<file path="src/rtl/clbw_pkg.sv">
// Package for the character LCD bus writer: request, byte and bus-write types,
// operation codes, step codes and the cursor address function. No dependencies.
package clbw_pkg;

  // Request operations
  localparam logic [1:0] OP_COMMAND   = 2'd0;
  localparam logic [1:0] OP_CHAR      = 2'd1;
  localparam logic [1:0] OP_CHAR_AT   = 2'd2;
  localparam logic [1:0] OP_GLYPH     = 2'd3;

  // Front-end step codes; glyph rows use steps 1 to 8
  localparam logic [3:0] STEP_CGRAM   = 4'd0;
  localparam logic [3:0] STEP_ROW_END = 4'd8;
  localparam logic [3:0] STEP_CURSOR  = 4'd9;
  localparam logic [3:0] STEP_FINAL   = 4'd10;

  localparam logic [7:0] CGRAM_BASE   = 8'h40;
  localparam logic [7:0] ROW1_BASE    = 8'h80;
  localparam logic [7:0] ROW2_BASE    = 8'hC0;
  localparam logic [7:0] ROW3_BASE    = 8'h94;
  localparam logic [7:0] ROW4_BASE    = 8'hD4;

  localparam logic RS_CMD  = 1'b0;
  localparam logic RS_DATA = 1'b1;

  typedef struct packed {
    logic [1:0]  operation;
    logic [7:0]  byte_value;
    logic [2:0]  row;
    logic [5:0]  column;
    logic [63:0] glyph;
    logic [2:0]  slot;
  } lcd_req_t;

  typedef struct packed {
    logic       register_select;
    logic [7:0] bus_value;
    logic       last;
  } lcd_wr_t;

  // One byte bound for the LCD, as queued between front and back
  typedef struct packed {
    logic       rs;
    logic [7:0] value;
    logic       last;
  } byte_word_t;

  typedef struct packed {
    logic full;
    logic empty;
  } queue_stat_t;

  function automatic logic row_known(input logic [2:0] row);
    return (row >= 3'd1) && (row <= 3'd4);
  endfunction

  // Row base plus column minus one, modulo 256
  function automatic logic [7:0] cursor_addr(input logic [2:0] row, input logic [5:0] column);
    logic [7:0] base;
    base = ROW1_BASE;
    unique case (row)
      3'd2:    base = ROW2_BASE;
      3'd3:    base = ROW3_BASE;
      3'd4:    base = ROW4_BASE;
      default: base = ROW1_BASE;
    endcase
    return base + {2'b00, column} + 8'hFF;
  endfunction

endpackage

</file>
<file path="src/rtl/clbw_front.sv">
// Front end: accepts LCD requests and expands each into its run of bytes.
// Depends on clbw_pkg; pushes byte words into clbw_queue.
module clbw_front (
  input  logic                  clk,
  input  logic                  rst_n,
  input  logic                  in_valid,
  output logic                  in_ready,
  input  clbw_pkg::lcd_req_t    in_data,
  input  clbw_pkg::queue_stat_t q_stat,
  output logic                  push,
  output clbw_pkg::byte_word_t  push_word
);
  import clbw_pkg::*;

  logic       busy_r, busy_nxt;
  logic [3:0] step_r, step_nxt;
  lcd_req_t   req_r;
  logic       cur_last;
  logic       accept;
  logic [3:0] start_step;
  logic [2:0] glyph_idx;

  assign cur_last = (step_r == STEP_FINAL);
  assign push     = busy_r && !q_stat.full;
  assign in_ready = !busy_r || (push && cur_last);
  assign accept   = in_valid && in_ready;

  // First step of a new request
  always_comb begin
    unique case (in_data.operation)
      OP_GLYPH:   start_step = STEP_CGRAM;
      OP_CHAR_AT: start_step = row_known(in_data.row) ? STEP_CURSOR : STEP_FINAL;
      default:    start_step = STEP_FINAL;
    endcase
  end

  // Byte for the current step
  assign glyph_idx = 3'(step_r - 4'd1);
  always_comb begin
    push_word.last = cur_last;
    case (step_r)
      STEP_CGRAM: begin
        push_word.rs    = RS_CMD;
        push_word.value = CGRAM_BASE + {2'b00, req_r.slot, 3'b000};
      end
      STEP_CURSOR: begin
        push_word.rs    = RS_CMD;
        push_word.value = cursor_addr(req_r.row, req_r.column);
      end
      STEP_FINAL: begin
        push_word.rs    = (req_r.operation == OP_COMMAND) ? RS_CMD : RS_DATA;
        push_word.value = (req_r.operation == OP_GLYPH) ? {5'd0, req_r.slot}
                                                        : req_r.byte_value;
      end
      default: begin
        push_word.rs    = RS_DATA;
        push_word.value = req_r.glyph[{glyph_idx, 3'b000} +: 8];
      end
    endcase
  end

  // Step sequencing
  always_comb begin
    busy_nxt = busy_r;
    step_nxt = step_r;
    if (push) begin
      if (cur_last) begin
        busy_nxt = 1'b0;
      end else if (step_r == STEP_ROW_END) begin
        step_nxt = row_known(req_r.row) ? STEP_CURSOR : STEP_FINAL;
      end else begin
        step_nxt = step_r + 4'd1;
      end
    end
    if (accept) begin
      busy_nxt = 1'b1;
      step_nxt = start_step;
    end
  end

  always_ff @(posedge clk) begin
    if (!rst_n) begin
      busy_r <= 1'b0;
      step_r <= STEP_FINAL;
    end else begin
      busy_r <= busy_nxt;
      step_r <= step_nxt;
    end
  end

  always_ff @(posedge clk) begin
    if (accept) begin
      req_r <= in_data;
    end
  end

endmodule

</file>
<file path="src/rtl/clbw_queue.sv">
// Short byte queue between the front and back ends.
// Depends on clbw_pkg for the byte word and status types.
module clbw_queue #(
  parameter int DEPTH = 4
) (
  input  logic                  clk,
  input  logic                  rst_n,
  input  logic                  push,
  input  clbw_pkg::byte_word_t  push_word,
  input  logic                  pop,
  output clbw_pkg::byte_word_t  head,
  output clbw_pkg::queue_stat_t stat
);
  import clbw_pkg::*;

  localparam int AW = (DEPTH > 2) ? $clog2(DEPTH) : 1;
  localparam int CW = $clog2(DEPTH + 1);

  byte_word_t    mem [DEPTH];
  logic [AW-1:0] wr_ptr_r, rd_ptr_r;
  logic [CW-1:0] count_r;
  logic          do_push, do_pop;

  assign stat.full  = (count_r == CW'(DEPTH));
  assign stat.empty = (count_r == '0);
  assign do_push    = push && !stat.full;
  assign do_pop     = pop && !stat.empty;
  assign head       = mem[rd_ptr_r];

  function automatic logic [AW-1:0] bump(input logic [AW-1:0] p);
    return (p == AW'(DEPTH - 1)) ? '0 : p + AW'(1);
  endfunction

  // Storage
  always_ff @(posedge clk) begin
    if (do_push) begin
      mem[wr_ptr_r] <= push_word;
    end
  end

  // Pointers and fill count
  always_ff @(posedge clk) begin
    if (!rst_n) begin
      wr_ptr_r <= '0;
      rd_ptr_r <= '0;
      count_r  <= '0;
    end else begin
      if (do_push) wr_ptr_r <= bump(wr_ptr_r);
      if (do_pop)  rd_ptr_r <= bump(rd_ptr_r);
      if (do_push && !do_pop) begin
        count_r <= count_r + CW'(1);
      end else if (do_pop && !do_push) begin
        count_r <= count_r - CW'(1);
      end
    end
  end

endmodule

</file>
<file path="src/rtl/clbw_back.sv">
// Back end: turns queued bytes into byte or nibble bus writes in the output register.
// Depends on clbw_pkg; pops byte words from clbw_queue.
module clbw_back (
  input  logic                  clk,
  input  logic                  rst_n,
  input  logic                  nibble_mode,
  input  clbw_pkg::byte_word_t  head,
  input  clbw_pkg::queue_stat_t q_stat,
  output logic                  pop,
  output logic                  out_valid,
  input  logic                  out_ready,
  output clbw_pkg::lcd_wr_t     out_data
);
  import clbw_pkg::*;

  logic    out_valid_r, out_valid_nxt;
  lcd_wr_t out_data_r, out_data_nxt;
  logic    low_half_r, low_half_nxt;
  logic    load;

  assign load = (!out_valid_r || out_ready) && !q_stat.empty;

  // Word selection: high nibble, low nibble or whole byte
  always_comb begin
    out_valid_nxt = out_valid_r && !out_ready;
    out_data_nxt  = out_data_r;
    low_half_nxt  = low_half_r;
    pop           = 1'b0;
    if (load) begin
      out_valid_nxt                = 1'b1;
      out_data_nxt.register_select = head.rs;
      if (!nibble_mode) begin
        out_data_nxt.bus_value = head.value;
        out_data_nxt.last      = head.last;
        pop                    = 1'b1;
      end else if (!low_half_r) begin
        out_data_nxt.bus_value = {4'd0, head.value[7:4]};
        out_data_nxt.last      = 1'b0;
        low_half_nxt           = 1'b1;
      end else begin
        out_data_nxt.bus_value = {4'd0, head.value[3:0]};
        out_data_nxt.last      = head.last;
        low_half_nxt           = 1'b0;
        pop                    = 1'b1;
      end
    end
  end

  always_ff @(posedge clk) begin
    if (!rst_n) begin
      out_valid_r <= 1'b0;
      low_half_r  <= 1'b0;
    end else begin
      out_valid_r <= out_valid_nxt;
      low_half_r  <= low_half_nxt;
    end
  end

  always_ff @(posedge clk) begin
    out_data_r <= out_data_nxt;
  end

  assign out_valid = out_valid_r;
  assign out_data  = out_data_r;

endmodule

</file>
<file path="src/rtl/char_lcd_bus_writer.sv">
// Top level of the character LCD bus writer: front end, byte queue, back end.
// Depends on clbw_pkg, clbw_front, clbw_queue and clbw_back.
//
// Each request turns into a run of bus writes, one write per enable pulse,
// with last set on the final write. The front end pushes the bytes that a
// request produces (1 for a command or character, 1 or 2 for a positioned
// character, 10 or 11 for a custom glyph) into the queue, holding while the
// queue is full, and accepts the next request in the cycle its final byte
// enters the queue. The back end register issues one bus write per cycle
// while out_ready is high and the queue is not empty, two per byte in 4-bit
// mode. The first write of a request passes the front end's request and step
// registers, the queue and the back end's output register before it shows
// on out_valid. nibble_mode resets to 1 (4-bit writes); write it only while
// no request is in flight.
module char_lcd_bus_writer #(
  parameter int QUEUE_DEPTH = 4
) (
  input  logic               clk,
  input  logic               rst_n,
  input  logic               in_valid,
  output logic               in_ready,
  input  clbw_pkg::lcd_req_t in_data,
  output logic               out_valid,
  input  logic               out_ready,
  output clbw_pkg::lcd_wr_t  out_data,
  input  logic               cfg_wr_en,
  input  logic               cfg_wr_data
);
  import clbw_pkg::*;

  logic        nibble_mode_r;
  logic        push, pop;
  byte_word_t  push_word, head;
  queue_stat_t q_stat;

  // Mode register
  always_ff @(posedge clk) begin
    if (!rst_n) begin
      nibble_mode_r <= 1'b1;
    end else if (cfg_wr_en) begin
      nibble_mode_r <= cfg_wr_data;
    end
  end

  clbw_front u_front (
    .clk       (clk),
    .rst_n     (rst_n),
    .in_valid  (in_valid),
    .in_ready  (in_ready),
    .in_data   (in_data),
    .q_stat    (q_stat),
    .push      (push),
    .push_word (push_word)
  );

  clbw_queue #(
    .DEPTH (QUEUE_DEPTH)
  ) u_queue (
    .clk       (clk),
    .rst_n     (rst_n),
    .push      (push),
    .push_word (push_word),
    .pop       (pop),
    .head      (head),
    .stat      (q_stat)
  );

  clbw_back u_back (
    .clk         (clk),
    .rst_n       (rst_n),
    .nibble_mode (nibble_mode_r),
    .head        (head),
    .q_stat      (q_stat),
    .pop         (pop),
    .out_valid   (out_valid),
    .out_ready   (out_ready),
    .out_data    (out_data)
  );

endmodule

</file>
<file path="config.mk">
export PLATFORM = sky130hd
export DESIGN_NAME = char_lcd_bus_writer
export DESIGN_NICKNAME = d
export VERILOG_FILES = /design/src/rtl/clbw_pkg.sv /design/src/rtl/clbw_front.sv /design/src/rtl/clbw_queue.sv /design/src/rtl/clbw_back.sv /design/src/rtl/char_lcd_bus_writer.sv
export SDC_FILE = /design/constraint.sdc
export NUM_CORES = 1
export LEC_CHECK = 0
export BUFFER_PORTS_ARGS = -buffer_cell sky130_fd_sc_hd__clkbuf_2
export CAP_MARGIN = 20
export CORE_MARGIN = 1.5
export CORE_UTILIZATION = 40
export CTS_CLUSTER_DIAMETER = 50
export DETAILED_ROUTE_END_ITERATION = 12
export PLACE_DENSITY = 0.68
export SETUP_SLACK_MARGIN = 0.1
export SLEW_MARGIN = 20
export SYNTH_ARGS = -nofsm -noshare
export SYNTH_HDL_FRONTEND = slang
export SYNTH_SLANG_ARGS = --single-unit
</file>
<file path="constraint.sdc">
create_clock -name clk -period 4.03 [get_ports clk]
set_input_delay 1.0075 -clock clk [delete_from_list [all_inputs] [get_ports clk]]
set_output_delay 1.0075 -clock clk [all_outputs]
set_load 0.01 [all_outputs]
</file>
==> flow_summary.json <==
{
  "status": "complete, no violations",
  "grt-ovfl-total": 0,
  "layout-drive-gt1-share": 0.340,
  "num-fill-cells": 1374,
  "rsz0062_at_grt": "false",
  "final_max_slew_viol_count": 0,
  "period_share": 0.677,
  "drt_first_pass_iters": 4,
  "synth_area_per_cell_um2": 17.3,
  "cts_resized": 0,
  "power_mw": 4.65,
  "io_buffers": 103,
  "synth_top_area_cell": "edfxtp_1",
  "worstPathRequired_ps": 4180,
  "fin_hold_ws_ps": 561,
  "fin_nets": 602,
  "grt_pass1_wl_mm": 18.3,
  "track_usage": 0.146,
  "via_per_inst": 4.98,
  "cts_tree": "built",
  "pwr-share-comb": 0.205,
  "cts_buffers": 17,
  "yosysMostFrequentCell": "edfxtp_1",
  "netSwitchingPower_mw": 1.29,
  "core_um2": 15900,
  "synth-seq-area-share": 0.679,
  "ys_types": 58,
  "clkPwrFrac": 0.333,
  "fmax_ghz": 0.367,
  "drt_wl_total_mm": 11.5,
  "cts_max_level": 4,
  "arrival_ps": 2880,
  "switching_share": 0.276,
  "root_buffer": "clkbuf_16",
  "vias": 3580,
  "internal_power_mw": 3.37,
  "path_clk_slew_ps": 60,
  "fin_crit_ps": 2730,
  "async_flop_share": 0,
  "tightest_slew_ps": 787,
  "synth-edff-count": 136,
  "place_congestion": 0.799,
  "p_leak_nw": 3.02,
  "wl_per_cell_um": 16.0,
  "path_class": "flip-flop to flip-flop",
  "post_cts_buffers": 0,
  "drv_cap": 0,
  "dp_hpwl_mm": 8.29,
  "ys_ff_latch": 153,
  "postSynthCellCount": 376,
  "pwr_density_cell_nw_per_um2": 591,
  "clk_latency_ps": 430,
  "syn_to_final_growth_pct": 20.8,
  "relSlewSlack": 0.473,
  "setup_viol": 0,
  "drt_iter0_drc": 153,
  "p_seq_frac": 0.462,
  "hold_viol_final": 0,
  "fp.dieArea_um2": 17100,
  "synth_area_leaders": "edfxtp_1 63%, mux4_2 5.9%, dfxtp_1 5.2%",
  "place_area_um2": 7290,
  "cp_max_fo": 17,
  "n_antenna_cell": 0,
  "syn-cell-area_um2": 6520,
  "floorplan.initialDensity": 0.410,
  "design_area_um2": 7870,
  "ant_nets": 0,
  "grt_max_degree": 91,
  "worstSetupEndpointType": "flip-flop",
  "timing.final.ws_setup_ps": 1300,
  "ir_drop_mv": 0.307,
  "synth_ff_type": "edfxtp_1",
  "fin_skew_ps": 10.7,
  "rows": 46,
  "start_kind": "flip-flop",
  "antenna_found_initial": 0,
  "yosys-top-cells-count": "136 x edfxtp_1, 20 x nor2_1, 19 x inv_1",
  "hp-class": "flip-flop to flip-flop",
  "fp.dieW_um": 131,
  "post-place-ws_ps": 1090,
  "synth_top_area_frac": 0.627,
  "die_h_um": 131,
  "cts_buffer_depth": 2,
  "drc": 0,
  "yosys_warnings": 0,
  "syn_nets": 488,
  "hold_buffers": 0,
  "grt_pass1_vias": 3731,
  "io_pins": 104,
  "cts_sinks": 153,
  "setup-tns-final_ps": 0
}
critical path, cell delays in order (launching register included):
cell and delay [ps]:
dfxtp_1 450, inv_1 100, ha_1 760, mux4_1 410, mux2i_1 230, o21ai_1 80
or3b_1 430
layout by cell type, fill, tap and decap left out, types with 7 or more instances in the layout:
| cell type | count |
|---|---|
| and2_1 | 7 |
| clkbuf_16 | 17 |
| clkbuf_2 | 103 |
| dfxtp_1 | 16 |
| edfxtp_1 | 136 |
| ha_1 | 17 |
| inv_1 | 17 |
| mux2i_1 | 18 |
| mux4_1 | 9 |
| mux4_2 | 17 |
| nor2_1 | 20 |
| nor2b_1 | 12 |
| o21ai_0 | 12 |
power by group through the flow:
stage	combinational, mW	clock, mW	sequential [mW]
after floorplan	0.694	0	2.17
after global placement	0.930	0	2.17
after detailed placement	0.966	0	2.19
after CTS	0.971	1.58	2.15
after global routing	1.06	1.65	2.17
final	0.955	1.55	2.15
metrics by stage:
step                      utilization  std cells
final                           0.496        719
after global routing            0.496        719
after CTS                       0.496        719
after detailed placement        0.459        687
after global placement          0.459        687
after floorplan                     -        376
flip-flops by register name, indices dropped and copies added, names as in the netlist, named ones only:
register / flops
u_front.step_r: 4
u_queue.count_r: 3
nibble_mode_r: 1
u_back.low_half_r: 1
u_front.busy_r: 1
u_queue.wr_ptr_r: 2
u_queue.rd_ptr_r: 2
u_queue.mem: 40
u_front.req_r: 86
u_back.out_valid: 1
u_back.out_data: 10
area by class of cell:
cell class,instances,area (um2),area share
sequential,153,4430,0.562
timing repair buffer,105,543,0.0690
inverter,19,73.8,0.00938
multi-input combinational,194,1980,0.251
tap,216,270,0.0343
clock inverter,15,155,0.0197
clock buffer,17,425,0.0540
cells by family after synthesis:
family / after synthesis / share of synthesized area
AO/OA/AOI/OAI: 51 / 0.0601
XOR/XNOR: 8 / 0.0119
adder cells (fa/ha/maj): 20 / 0.0407
buffers and inverters: 29 / 0.0192
flip-flops: 153 / 0.679
multiplexers: 48 / 0.130
AND/OR/NAND/NOR: 67 / 0.0595
layer usage:
| metal | track usage | wire length [um] | up-vias |
|---|---|---|---|
| li1 | - | - | 1712 |
| met5 | 0 | 0 | - |
| met3 | 0.0656 | 803 | 23 |
| met4 | 0.0569 | 232 | 0 |
| met2 | 0.241 | 5600 | 115 |
| met1 | 0.169 | 4840 | 1730 |
final timing paths:
path / from / end / slack [ps] / cells past startpoint
hold reg to reg: u_queue.rd_ptr_r[1] / u_queue.rd_ptr_r[1] / 560 / 2
setup reg to reg: u_front.step_r[1] / u_queue.mem[3][7] / 1300 / 6
hold / removal: u_queue.rd_ptr_r[1] / u_queue.rd_ptr_r[1] / 560 / 2
setup / recovery: u_front.step_r[1] / u_queue.mem[3][7] / 1300 / 6
(Power assumes the default switching activity.)
